**config.mk**
```make
export PLATFORM = sky130hd
export DESIGN_NAME = lla_ctrl
export DESIGN_NICKNAME = d
export VERILOG_FILES = /design/src/rtl/core/lla_pkg.sv /design/src/rtl/core/lla_ctrl.sv
export SDC_FILE = /design/constraint.sdc
export NUM_CORES = 1
export LEC_CHECK = 0
export ABC_AREA = 1
export BUFFER_PORTS_ARGS = -buffer_cell sky130_fd_sc_hd__buf_2
export CORE_UTILIZATION = 51
export CTS_CLUSTER_DIAMETER = 150
export DETAILED_ROUTE_END_ITERATION = 7
export PLACE_DENSITY = 0.76
export REMOVE_ABC_BUFFERS = 1
export SKIP_CTS_REPAIR_TIMING = 1
export SLEW_MARGIN = 30
export SYNTH_ARGS = -nofsm -noshare
export SYNTH_HDL_FRONTEND = slang
export SYNTH_SLANG_ARGS = --single-unit
```
**constraint.sdc**
```tcl
create_clock -name clk -period 4.04 [get_ports clk]
set_clock_uncertainty 0.15 [all_clocks]
set_input_delay 0.808 -clock clk [delete_from_list [all_inputs] [get_ports clk]]
set_output_delay 0.808 -clock clk [all_outputs]
set_load 0.05 [all_outputs]
```
**src/rtl/core/lla_pkg.sv**
```systemverilog
`timescale 1ns / 1ps

package lla_pkg;

    localparam int GRID_WIDTH  = 64;
    localparam int GRID_HEIGHT = 64;

    localparam int OP_W    = 2;
    localparam int COORD_W = 6;
    localparam int MASK_W  = 9;
    localparam int CFG_IDX_W = 1;

    localparam int COL_AW = $clog2(GRID_WIDTH);
    localparam int ROW_AW = $clog2(GRID_HEIGHT);
    // sweep runs two steps past the last row to drain the row window
    localparam int STEP_W = $clog2(GRID_HEIGHT + 2);

    localparam logic [OP_W-1:0] OP_WRITE   = 2'd0;
    localparam logic [OP_W-1:0] OP_ADVANCE = 2'd1;
    localparam logic [OP_W-1:0] OP_READ    = 2'd2;

    localparam logic [CFG_IDX_W-1:0] REG_BIRTH    = 1'd0;
    localparam logic [CFG_IDX_W-1:0] REG_SURVIVAL = 1'd1;

    localparam logic [MASK_W-1:0] BIRTH_RESET    = 9'd8;
    localparam logic [MASK_W-1:0] SURVIVAL_RESET = 9'd12;

    typedef struct packed {
        logic              capture;
        logic              rd_item;
        logic              rd_adv;
        logic [STEP_W-1:0] step;
        logic              cell_upd;
        logic              adv_step;
        logic              swap;
        logic              out_load;
    } lla_cmd_t;

    typedef struct packed {
        logic out_busy;
    } lla_status_t;

endpackage

```
**src/rtl/core/lla_ctrl.sv**
```systemverilog
`timescale 1ns / 1ps

module lla_ctrl (
    input  logic                     clk,
    input  logic                     rst_n,
    input  logic                     in_valid,
    output logic                     in_ready,
    input  logic [lla_pkg::OP_W-1:0] operation,
    input  lla_pkg::lla_status_t     status,
    output lla_pkg::lla_cmd_t        cmd
);
    import lla_pkg::*;

    localparam logic [2:0] ST_IDLE = 3'd0;
    localparam logic [2:0] ST_RD   = 3'd1;
    localparam logic [2:0] ST_RDW  = 3'd2;
    localparam logic [2:0] ST_ADV  = 3'd3;
    localparam logic [2:0] ST_FIN  = 3'd4;

    logic [2:0]        state_reg;
    logic [2:0]        state_next;
    logic [STEP_W-1:0] step_reg;
    logic [STEP_W-1:0] step_next;

    assign in_ready = (state_reg == ST_IDLE);

    always_comb
    begin
        state_next = state_reg;
        step_next  = step_reg;
        cmd        = '0;
        cmd.step   = step_reg;
        case (state_reg)
            ST_IDLE:
            begin
                if (in_valid)
                begin
                    cmd.capture = 1'b1;
                    step_next   = '0;
                    case (operation)
                        OP_WRITE, OP_READ: state_next = ST_RD;
                        OP_ADVANCE:        state_next = ST_ADV;
                        default:           state_next = ST_FIN;
                    endcase
                end
            end
            ST_RD:
            begin
                cmd.rd_item = 1'b1;
                state_next  = ST_RDW;
            end
            ST_RDW:
            begin
                cmd.cell_upd = 1'b1;
                state_next   = ST_FIN;
            end
            ST_ADV:
            begin
                // step s reads row s and writes row s-2
                cmd.rd_adv   = (step_reg < STEP_W'(GRID_HEIGHT));
                cmd.adv_step = 1'b1;
                if (step_reg == STEP_W'(GRID_HEIGHT + 1))
                begin
                    cmd.swap   = 1'b1;
                    state_next = ST_FIN;
                end
                else
                begin
                    step_next = step_reg + STEP_W'(1);
                end
            end
            ST_FIN:
            begin
                if (!status.out_busy)
                begin
                    cmd.out_load = 1'b1;
                    state_next   = ST_IDLE;
                end
            end
            default:
            begin
                state_next = ST_IDLE;
            end
        endcase
    end

    always_ff @(posedge clk or negedge rst_n)
    begin
        if (!rst_n)
        begin
            state_reg <= ST_IDLE;
            step_reg  <= '0;
        end
        else
        begin
            state_reg <= state_next;
            step_reg  <= step_next;
        end
    end

endmodule

```
==> results of run 1 <==
[worst max-delay path: stages (launching register included)]
cell                       delay [ps]
sky130_fd_sc_hd__dfrtp_1          400
sky130_fd_sc_hd__inv_1             80
sky130_fd_sc_hd__ha_1             150
sky130_fd_sc_hd__nand2_1           50
sky130_fd_sc_hd__clkinv_1          50
sky130_fd_sc_hd__nand3_2          110
sky130_fd_sc_hd__nor2_4           140
sky130_fd_sc_hd__buf_2            280
[layout make-up]
cell class	count	share of cell area (%)
inverters	14	6.980
flip-flops and latches	10	30.35
clock buffers	3	2.731
well taps	14	2.124
repair buffers	20	12.14
multi-input cells	69	45.68
[placed cells by master (no fill, tap or decap)]
cell type                  instances
sky130_fd_sc_hd__nand2_1          27
sky130_fd_sc_hd__buf_2            20
sky130_fd_sc_hd__nor2_1           11
sky130_fd_sc_hd__dfrtp_1          10
sky130_fd_sc_hd__inv_1             9
sky130_fd_sc_hd__nand3_1           6
sky130_fd_sc_hd__inv_2             3
sky130_fd_sc_hd__clkbuf_4          3
sky130_fd_sc_hd__nand3_2           2
sky130_fd_sc_hd__nand4_1           2
sky130_fd_sc_hd__nand2_2           2
sky130_fd_sc_hd__nand2_4           2
sky130_fd_sc_hd__o21ai_1           2
sky130_fd_sc_hd__o21bai_1          2
sky130_fd_sc_hd__ha_1              2
sky130_fd_sc_hd__nand3_4           1
sky130_fd_sc_hd__clkinv_4          1
sky130_fd_sc_hd__nor3_1            1
sky130_fd_sc_hd__clkinv_1          1
sky130_fd_sc_hd__nor2_4            1
sky130_fd_sc_hd__nor4_1            1
sky130_fd_sc_hd__or2_2             1
sky130_fd_sc_hd__nand3b_1          1
sky130_fd_sc_hd__nor2_2            1
sky130_fd_sc_hd__nor3b_1           1
sky130_fd_sc_hd__o21a_1            1
sky130_fd_sc_hd__or2_0             1
sky130_fd_sc_hd__a21oi_1           1
[through the flow]
step                instance area (µm²)  std cells  utilization, %  hold WS, ps
floorplan                         684.4         93               -        362.4
global placement                  802.0        127           68.48        378.5
detailed placement                802.0        127           68.48        389.0
CTS                               824.5        130           70.41        246.4
global route                      824.5        130           70.41        243.6
finish                            824.5        130           70.41        239.0
[report_power, final]
group	internal [µW]	switching (µW)	total, µW
registers	116	23.7	140
logic	66.2	197	264
clock network	34.2	30.7	65.0
total	216	252	468
[final timing paths]
kind                                              start                       end  slack [ps]  depth (start not counted)
worst max-delay path            step_reg[1]$_DFFE_PN0P_                    cmd[1]        1560                          7
worst min-delay path                              rst_n  state_reg[2]$_DFFE_PN0P_         240                          1
worst max register to register  step_reg[0]$_DFFE_PN0P_   step_reg[4]$_DFFE_PN0P_        2590                          6
worst min register to register  step_reg[5]$_DFFE_PN0P_   step_reg[5]$_DFFE_PN0P_         400                          2
max in group asynchronous                         rst_n  state_reg[0]$_DFFE_PN0P_        3300                          1
min in group clk                step_reg[5]$_DFFE_PN0P_   step_reg[5]$_DFFE_PN0P_         400                          2
[cells by family after synthesis]
kind of cell / synth area share (%)
buffers and inverters: 8.409
AOI/OAI and AO/OA: 5.484
DFF: 36.56
and+or+nand+nor: 45.89
adders and majority gates: 3.656
[metal layers]
layer | vias to the layer above | share of wire (%) | GRT usage (%)
met5 | - | 0 | 0
met4 | 0 | 0.85 | 5.172
met3 | 5 | 4.4 | 10.40
met2 | 12 | 47 | 39.58
met1 | 302 | 48 | 27.74
li1 | 341 | - | -
==> flow_results.org, run 1 <==
** Status
- Run status :: complete, no violations

** STA
- For the pin with the worst max-slew slack, the measured transition is between 200 and 300 ps.
- Setup repair after global routing left no endpoint under its margin.
- Headroom to the max-slew limit came out at around 83%.
- Portion of the clock cycle consumed by the worst path in the final layout :: approximately three fifths
- Final-report setup violation count :: 0
- The clock period could shrink to between 2000 and 2500 ps.
- Final hold violations :: 0
- The max-slew violation count came to 0.
- Fmax :: between 400 and 500 MHz
- Final TNS setup :: 0 ps
- Final setup slack of the worst path :: between 1500 and 2000 ps

** Finish
- The area growth from synthesis to layout is 20.48%.
- The register with the most flip-flops in the layout has 7 of them.
- Cells with a size suffix above 1 make up 31.90% of the layout.
- Area of combinational cells with multiple inputs :: about 380 µm²
- Number of diodes added for antenna fixing :: 0
- In the final design database the tool counted ~130 nets.
- The layout has between 90 and 100 filler cells.
- Registers take between 200 and 300 µm².

** Synth
- The netlist uses 26 different library cells.
- The largest total area in the synthesized netlist belongs to sky130_fd_sc_hd__dfrtp_1.
- Count of yosys warnings during synthesis :: 0
- Yosys mapped a number of flops with a built-in enable equal to 0.
- By count the netlist is led by 27 x sky130_fd_sc_hd__nand2_1, 11 x sky130_fd_sc_hd__nor2_1, 10 x sky130_fd_sc_hd__dfrtp_1.
- Share of the synthesized area in the top cell type :: a little over a third
- Mean area per synthesized cell :: about 7.4 µm²
- sky130_fd_sc_hd__nand2_1 is the most common cell in the netlist.
- Main flop type after synthesis :: sky130_fd_sc_hd__dfrtp_1
- Yosys reg bits :: 10
- Number of standard cells after synthesis :: 93
- Share of flip-flops with an asynchronous set or reset :: between 90% and 100%
- Sequential cell area fraction in the yosys report :: between 30% and 40%
- Summing every instance area after synthesis gives between 600 and 700 µm².
- Ranked by total cell area, the synthesized netlist is headed by sky130_fd_sc_hd__dfrtp_1 37%, sky130_fd_sc_hd__nand2_1 15%, sky130_fd_sc_hd__nor2_1 6.0%.

** CTS
- CTS H-Tree Depth :: 1
- Number of clock sinks :: 10
- After clock tree synthesis, the clock-pin slew on the worst setup and hold paths is about 60 ps.
- Maximum clock insertion buffer count :: 2
- TritonCTS built the clock tree.
- At the later pin of the worst-skew pair, clock insertion delay measures about 260 ps.
- Clock buffer count from CTS :: 3
- The tree is rooted in a sky130_fd_sc_hd__clkbuf_4.

** Die
- Rows :: 12
- In this run the vertical extent of the chip is between 30 and 40 µm.
- Effective utilization at floorplan :: roughly 58%
- In this run the count of I/O pins placed on the die edge is 21.
- Die ar. :: 1492 µm²
- From left edge to right edge, the die measures roughly 39 µm.
- Placeable core region :: around 1200 µm²

** Placed design
- Dpl ws :: between 1500 and 2000 ps
- Final GP Congestion :: around 0.86
- The count of buffers added on input and output ports is 20.
- Sum of net half-perimeters after detailed placement :: around 1.1 mm

** Detailed routing
- Overall routed net length :: 1.412 mm
- Number of vias in the routed layout :: between 600 and 700
- Dividing the detail-routed wire length by the instance count gives roughly 11 µm.
- The first TritonRoute pass finished after 2 iterations.
- In the routed layout, each cell is associated on average with a via count of 5.077.
- In the routed design, unresolved DRC markers number 0.
- The first routing iteration left 5 violations.
- Count of nets left with antenna violations after detail routing :: 0

** GRT
- Vias in the first global route :: 550
- The first global-routing pass estimated 2.346 mm of wire.
- Antenna violations before repair :: 0
- Entering global routing, the biggest net connects 11 pins.
- Global routing used 23.69% of the available tracks across all layers.
- Global routing finished with a remaining overflow of 0.

** Pwr
- Dividing total power by cell area gives a power density of 567.9 nW/µm².
- Reported leakage power :: approximately 0.00046 µW
- Total power of the final layout :: 468.2 µW
- Largest voltage drop on the vdd net :: roughly 0.35 mV

** Worst setup path
- Along the worst path, the maximum fanout reaches 4.
- The worst setup path is launched from a flip-flop.
- Critical Path AT :: about 1500 ps
- Startpoint-to-endpoint class of the critical path :: flip-flop to primary output
- For the worst setup path, the data required time is between 3000 and 4000 ps.
- STA classifies the critical path endpoint as a primary output.

** Job
- Count of max-cap constraint violations :: 0

** Min path
- The path class of the tightest hold or removal check is input port to asynchronous set/reset pin.
No activity file was read; power rests on OpenSTA's default activity.
==> run 2: changes to the inputs <==
--- a/config.mk
+++ b/config.mk
@@ -7,10 +7,10 @@
 export LEC_CHECK = 0
 export ABC_AREA = 1
 export BUFFER_PORTS_ARGS = -buffer_cell sky130_fd_sc_hd__buf_2
-export CORE_UTILIZATION = 51
+export CORE_UTILIZATION = 48
 export CTS_CLUSTER_DIAMETER = 150
 export DETAILED_ROUTE_END_ITERATION = 7
-export PLACE_DENSITY = 0.76
+export PLACE_DENSITY = 0.72
 export REMOVE_ABC_BUFFERS = 1
 export SKIP_CTS_REPAIR_TIMING = 1
 export SLEW_MARGIN = 30
==> constraint.sdc (replaced) <==
create_clock -name clk -period 2.35 [get_ports clk]
set_clock_uncertainty 0.15 [all_clocks]
set_input_delay 0.47 -clock clk [delete_from_list [all_inputs] [get_ports clk]]
set_output_delay 0.47 -clock clk [all_outputs]
set_load 0.05 [all_outputs]
==> flow_results.org, run 2 (synthesis gave the netlist of run 1 again) <==
** Placed design
- The worst setup timing slack at the placement stage was 510.3 ps (-1222 ps).
- The placed wire-length estimate after detailed placement is 1.071 mm (-3.6%).
- Final GP Congestion :: 0.8482 (-1.0%)
- The quantity of I/O buffers inserted on ports was 20 (unchanged).

** Finish
- In the layout the commonest cells are 27 x sky130_fd_sc_hd__nand2_1, 20 x sky130_fd_sc_hd__buf_2, 11 x sky130_fd_sc_hd__nor2_1.
- The library cell used most frequently in the layout, excluding fill and tap cells, is sky130_fd_sc_hd__nand2_1.
- The filler cell count came to 119 (+21%).
- The area of the multi-input gates came to 376.6 µm² (unchanged).
- The count of inserted antenna diode cells was 0 (unchanged).
- Fin util :: 64.48% (-5.9 points)
- FF/Latch Area :: 250.2 µm² (unchanged)
- Relative to the synthesized area, the layout overhead comes to 24.13%.
- The fraction of layout instances using a drive strength above 1 is 32.20% (+0.31 points).
- The number of flip-flops in the largest register was 7 (unchanged).
- The final layout net count is 127 (+0.79%).

** STA
- The total setup violations reported at the end of the flow was 0 (unchanged).
- Setup repair after global routing left no endpoint under its margin.
- The max-slew violation count came to 0 (unchanged).
- Derived from the worst setup path, the maximum achievable clock frequency is about 470 MHz.
- The worst slew margin relative to its limit was 83.44% (+0.45 points).
- The number of hold violations in the final report came to 0 (unchanged).
- Tmin final :: 2120 ps
- The setup slack of the critical path after layout was 230.4 ps (-1334 ps).
- Final TNS setup :: 0 ps (unchanged)
- Portion of the clock cycle consumed by the worst path in the final layout :: between 90% and 100%
- The worst-margin pin slew is 250.1 ps (-6.760 ps).

** Worst setup path
- Critical Path AT :: 1500 ps (-20 ps)
- The highest net fanout along the worst path came to 4 (unchanged).
- Cell chain of the critical path :: inv_1, ha_1, nand2_1, clkinv_1, nand3_2, nor2_4, buf_2
- The worst setup path is launched from a flip-flop.
- Startpoint-to-endpoint class of the critical path :: flip-flop to primary output
- Critical path data required time :: 1730 ps (-1350 ps)
- Endpoint class of the critical path :: primary output
- Critical path's largest stage delay :: 400 ps (about the same)
- Crit-path slowest cell :: sky130_fd_sc_hd__dfrtp_1
- The minimum setup slack among reg-to-reg paths came to 910 ps (-1680 ps).

** CTS
- The number of buffers inserted during clock tree synthesis is 3 (unchanged).
- Worst skew pair latency :: 270 ps (about the same)
- The buffer levels on the longest clock path was 2 (unchanged).
- The number of sinks handled by clock tree synthesis was 10 (unchanged).
- In this run the clock root is driven by a sky130_fd_sc_hd__clkbuf_4.
- CTS H-Tree Depth :: 1 (unchanged)
- The register clock-pin slew on the reported worst setup and hold paths was 60 ps (about the same).
- TritonCTS clock tree :: done

** Die
- The area of the die is 1581 µm² (+5.9%).
- The number of I/O pins was 21 (unchanged).
- Die width :: 39.76 µm (+2.9%)
- Rows :: 13 (+1)
- Effective utilization at floorplan :: 51.95% (-6.5 points)
- Die outline height :: 39.76 µm (+2.9%)
- Placeable core region :: 1318 µm² (+13%)

** Pwr
- The power consumption came to 839.7 µW (+79%).
- The power density over the cells was 988.4 nW/µm² (+74%).
- Largest voltage drop on the vdd net :: 0.6919 mV (+98%)
- The leakage power total was 0.0004740 µW (+2.5%).

** Detailed routing
- Number of vias in the routed layout :: 642 (-2.7%)
- The total iterations of the first detailed-routing run was 3 (+1).
- Overall routed net length :: 1.309 mm (-7.3%)
- The routed wire length per instance was 9.842 µm (-9.4%).
- Count of nets left with antenna violations after detail routing :: 0 (unchanged)
- # DRC :: 0 (unchanged)
- The number of violations reported at the end of detailed-routing iteration 0 was 5 (unchanged).
- Vias per cell :: 4.827 (-4.9%)

** GRT
- Vias in the first global route :: 526 (-4.4%)
- The overall routing resource usage came to 21.42% (-2.3 points).
- Antenna violations before repair :: 0 (unchanged)
- Overflow left after global routing :: 0 (unchanged)
- Global-route wire length before repair :: 2.187 mm (-6.8%)
- The pin count of the biggest net entering global routing came to 11 (unchanged).

** Status
- Run status :: complete, no violations

** Job
- Count of max-cap constraint violations :: 0 (unchanged)

** Min path
- The worst hold path belongs to the class input port to flip-flop.
-- run 2: path summary, 6_finish.rpt --
check	start	to	depth (start not counted)
setup / recovery	step_reg[1]$_DFFE_PN0P_	cmd[1]	7
hold / removal	operation[1]	state_reg[0]$_DFFE_PN0P_	4
setup reg to reg	step_reg[0]$_DFFE_PN0P_	step_reg[4]$_DFFE_PN0P_	6
hold reg to reg	step_reg[5]$_DFFE_PN0P_	step_reg[5]$_DFFE_PN0P_	2
max in group asynchronous	rst_n	state_reg[1]$_DFFE_PN0P_	2
min in group asynchronous	rst_n	step_reg[4]$_DFFE_PN0P_	2
-- run 2: metal layers --
metal	up-vias	wire, µm	global-route usage [%]
met5	-	0	0
met4	0	22	10.34
met3	5	47	6.818
met2	11	631	34.84
met1	282	608	24.91
li1	344	-	-
-- run 2: final cells by class --
class / count / share of cell area [%]
Tap cell: 15 / 2.209
Clock buffer: 4 / 4.271
Timing Repair Buffer: 21 / 12.96
Multi-Input combinational cell: 69 / 44.33
Sequential cell: 10 / 29.46
Inverter: 14 / 6.775
-- run 2: critical path, delay by kind of cell, from the launching register on --
kind	cells	cell delay, ps
simple gates	3	290
fa+ha+maj	1	140
buf+inv	3	400
flops	1	400
-- run 2: report_power, final --
| part | switching, µW | internal [µW] | total (µW) |
|---|---|---|---|
| Combinational | 334 | 115 | 448 |
| Sequential | 36.6 | 199 | 236 |
| Clock | 61.4 | 94.1 | 155 |
| Total | 432 | 408 | 840 |
-- run 2: stage by stage --
step                instance area, µm²  std cells  hold slack, ps
floorplan                        684.4         93           24.41
global placement                 803.3        128           189.0
detailed placement               803.3        128           188.0
CTS                              839.6        132          -102.3
global route                     849.6        133           392.6
finish                           849.6        133           348.3
==> run 3: changes to the inputs <==
--- a/config.mk
+++ b/config.mk
@@ -5,12 +5,12 @@
 export SDC_FILE = /design/constraint.sdc
 export NUM_CORES = 1
 export LEC_CHECK = 0
-export ABC_AREA = 1
 export BUFFER_PORTS_ARGS = -buffer_cell sky130_fd_sc_hd__buf_2
-export CORE_UTILIZATION = 48
+export CORE_AREA = 2 2 39 41
 export CTS_CLUSTER_DIAMETER = 150
 export DETAILED_ROUTE_END_ITERATION = 7
-export PLACE_DENSITY = 0.72
+export DIE_AREA = 0 0 41 43
+export PLACE_DENSITY = 0.69
 export REMOVE_ABC_BUFFERS = 1
 export SKIP_CTS_REPAIR_TIMING = 1
 export SLEW_MARGIN = 30
==> flow_results.org, run 3 <==
** Status
- Run status :: complete, no violations

** Die
- Die width :: 41 µm (+3.1%)
- The site row count was 14 (+1).
- Effective utilization at floorplan :: 42.50% (-9.5 points)
- Number of I/O pins :: 21 (unchanged)
- Die ar. :: 1763 µm² (+12%)
- Die outline height :: 43 µm (+8.1%)
- Placeable core region :: 1384 µm² (+5.0%)

** Worst setup path
- CP Launch Type :: flip-flop
- The arrival time at the worst endpoint was 1500 ps (about the same).
- Walking the worst path, the cells encountered are nor3_2, nand2_2, inv_2, buf_2.
- On the critical path, the stage with the largest delay is an instance of sky130_fd_sc_hd__dfrtp_1.
- The required time at the endpoint of the critical path came to 1730 ps (about the same).
- Endpoint class of the critical path :: primary output
- The critical path is of the flip-flop to primary output type.
- The most critical setup path has its startpoint at state_reg[1]$_DFFE_PN0P_.
- The highest net fanout along the worst path was 9 (+5).
- The maximum single-stage delay on the critical path is 480 ps (+80 ps).
- The startpoint identified for the worst register-to-register timing path is state_reg[2]$_DFFE_PN0P_.

** Detailed routing
- The total number of vias is 544 (-15%).
- The total wire length came to 1.315 mm (+0.46%).
- Count of nets left with antenna violations after detail routing :: 0 (unchanged)
- The routed wire length per instance was 12.89 µm (+31%).
- The total DRC errors in the routed layout was 0 (unchanged).
- The total iterations of the first detailed-routing run was 4 (+1).
- The ratio of routed vias to standard cells is 5.333 (+10%).
- Starting DRT DRC Count :: 20 (+15)

** GRT
- GRT Util Overall :: 19.61% (-1.8 points)
- The number of antenna violations at the first check in global routing came to 0 (unchanged).
- The pin count of the biggest net entering global routing is 11 (unchanged).
- The first-pass GRT wire length was 2.297 mm (+5.0%).
- Overflow left after global routing :: 0 (unchanged)
- The via count of the first global-routing pass was 493 (-6.3%).

** Synth
- Share of flip-flops with an asynchronous set or reset :: 100.0% (unchanged)
- Share of the synthesized area in the top cell type :: 42.55% (+6.0 points)
- Yosys reg bits :: 10 (unchanged)
- Number of distinct standard cells referenced by the synthesized netlist :: 26 (unchanged)
- The count of warnings emitted by yosys came to 0 (unchanged).
- After synthesis, the cell types taking the most area are sky130_fd_sc_hd__dfrtp_1 43%, sky130_fd_sc_hd__nand3_1 7.7%, sky130_fd_sc_hd__ha_1 4.3%.
- Post-synthesis instance area :: 588.1 µm² (-14%)
- Most area-hungry cell type in the Yosys netlist :: sky130_fd_sc_hd__dfrtp_1
- The commonest cells after synthesis are 10 x sky130_fd_sc_hd__dfrtp_1, 9 x sky130_fd_sc_hd__nand3_1, 6 x sky130_fd_sc_hd__nand2_1, 6 x sky130_fd_sc_hd__nor2_1, 5 x sky130_fd_sc_hd__o21ai_1.
- Number of enable flip-flop cells after synthesis :: 0 (unchanged)
- By instance count, the leading cell after synthesis is sky130_fd_sc_hd__dfrtp_1.
- Number of standard cells after synthesis :: 63 (-32%)
- For this run, the leading register cell type out of synthesis is sky130_fd_sc_hd__dfrtp_1.
- The average instance area after synthesis was 9.334 µm² (+27%).
- The part of the Yosys area used for sequential elements came to 42.55% (+6.0 points).

** CTS
- The register clock-pin slew on the reported worst setup and hold paths came to 60 ps (about the same).
- The CTS H-tree depth was 1 (unchanged).
- TritonCTS built the clock tree.
- In this run the clock root is driven by a sky130_fd_sc_hd__clkbuf_4.
- Worst skew pair latency :: 260 ps (about the same)
- Number of clock sinks :: 10 (unchanged)
- The buffer levels on the longest clock path was 2 (unchanged).
- The number of buffers inserted during clock tree synthesis was 3 (unchanged).

** STA
- The number of hold violations in the final report is 0 (unchanged).
- The total setup violations reported at the end of the flow was 0 (unchanged).
- The max-slew violation count is 0 (unchanged).
- Setup repair after global routing missed its margin :: no
- The ratio of final minimum period to clock period was 90.17% (about the same).
- The peak clock frequency supported by timing was 471.9 MHz (about the same).
- Tmin final :: 2119 ps (-0.6440 ps)
- The worst-margin pin slew came to 326.6 ps (+76.51 ps).
- Slew margin rel. :: 78.23% (-5.2 points)

** Finish
- The final cell count without fillers was 102 (-23%).
- Flip-flop count of the largest register, all copies and words added :: 7 (unchanged)
- The area of the multi-input gates was 312.8 µm² (-17%).
- Fin util :: 53.16% (-11 points)
- The final layout net count was 96 (-24%).
- Most common library cell in the layout ignoring fill and taps :: sky130_fd_sc_hd__buf_2
- Final Instance Area :: 735.7 µm² (-13%)
- Highest-count cells in the layout ignoring fill and taps :: 20 x sky130_fd_sc_hd__buf_2, 10 x sky130_fd_sc_hd__dfrtp_1, 9 x sky130_fd_sc_hd__nand3_1
- Number of diodes added for antenna fixing :: 0 (unchanged)
- The area used by sequential logic in the layout came to 250.2 µm² (unchanged).
- Layout cells sized above 1 :: 34.88% (+2.7 points)
- Total of fill cells in the finished design :: 133 (+12%)
- Area growth syn-to-layout :: 25.11%

** Min path
- In this run the worst hold path is classified as flip-flop to flip-flop.
- The startpoint identified for the worst hold timing path is step_reg[5]$_DFFE_PN0P_.

** Job
- Count of max-cap constraint violations :: 0 (unchanged)

** Placed design
- Cell area after placement :: 703.2 µm² (-12%)
- The routability-driven placement congestion ratio was 0.8003 (-5.6%).
- The quantity of I/O buffers inserted on ports came to 20 (unchanged).
- Sum of net half-perimeters after detailed placement :: 972.8 µm (-9.2%)
- Cell count after placement :: 98 (-23%)

** Pwr
- The leakage power total is 0.0003769 µW (-20%).
- Largest voltage drop on the vdd net :: 0.5458 mV (-21%)
- Pwr per Cell Area :: 1077 nW/µm² (+9.0%)
run 3: through the flow:
| stage | hold slack, ps | setup TNS [ps] | power [µW] | worst slack (ps) |
|---|---|---|---|---|
| 2_1_floorplan | 24.41 | -381.5 | 583.6 | -346.4 |
| 3_3_place_gp | 192.3 | 0 | 673.8 | 528.5 |
| 3_5_place_dp | 189.6 | 0 | 683.2 | 513.6 |
| 4_1_cts | -95.06 | 0 | 800.5 | 215.0 |
| 5_1_grt | 417.0 | 0 | 840.1 | 134.4 |
| 6_report | 393.3 | 0 | 792.6 | 231.1 |
run 3: path summary, 6_finish.rpt:
check / cells past startpoint / to / slack (ps)
min in group asynchronous: 2 / state_reg[1]$_DFFE_PN0P_ / 440
max reg2reg: 5 / step_reg[6]$_DFFE_PN0P_ / 880
min: 1 / step_reg[5]$_DFFE_PN0P_ / 390
max in group asynchronous: 2 / step_reg[0]$_DFFE_PN0P_ / 1420
max: 4 / cmd[13] / 230
min reg2reg: 1 / step_reg[5]$_DFFE_PN0P_ / 390
run 3: cell families (layout without fill, tap and decap cells):
logic type	after synthesis	after routing	synth area share [%]
and+or+nand+nor	31	31	30.00
AOI/OAI and AO/OA	10	10	11.06
DFF	10	10	42.55
buffers and inverters	5	28	4.255
xor gates and xnor gates	3	3	4.469
adders and majority gates	2	2	4.255
muxes	2	2	3.404
run 3: final cells by class:
type	count	share of cell area (%)
Multi-Input combinational cell	48	42.52
Inverter	4	2.721
Tap cell	16	2.721
Clock buffer	3	3.061
Sequential cell	10	34.01
Timing Repair Buffer	21	14.97
run 3: layer usage:
metal | up-vias | wire length (µm) | GRT usage (%) | share of wire (%)
li1 | 273 | - | - | -
met1 | 246 | 575 | 26.53 | 44
met2 | 21 | 647 | 28.13 | 49
met3 | 4 | 76 | 6.283 | 5.8
met4 | 0 | 15 | 8.000 | 1.1
met5 | - | 0 | 0 | 0
run 3: critical path: cells and delay by family (launching register included):
kind                   cells  cell delay (ps)
buffers and inverters      2              340
DFF                        1              480
and+or+nand+nor            2              420
run 3: report_power, final:
part	switching (µW)	internal (µW)	total, µW	leakage, µW
sequential	69.6	204	274	0.000136
clock	54.3	59.0	113	0.0000138
combinational	298	107	406	0.000227
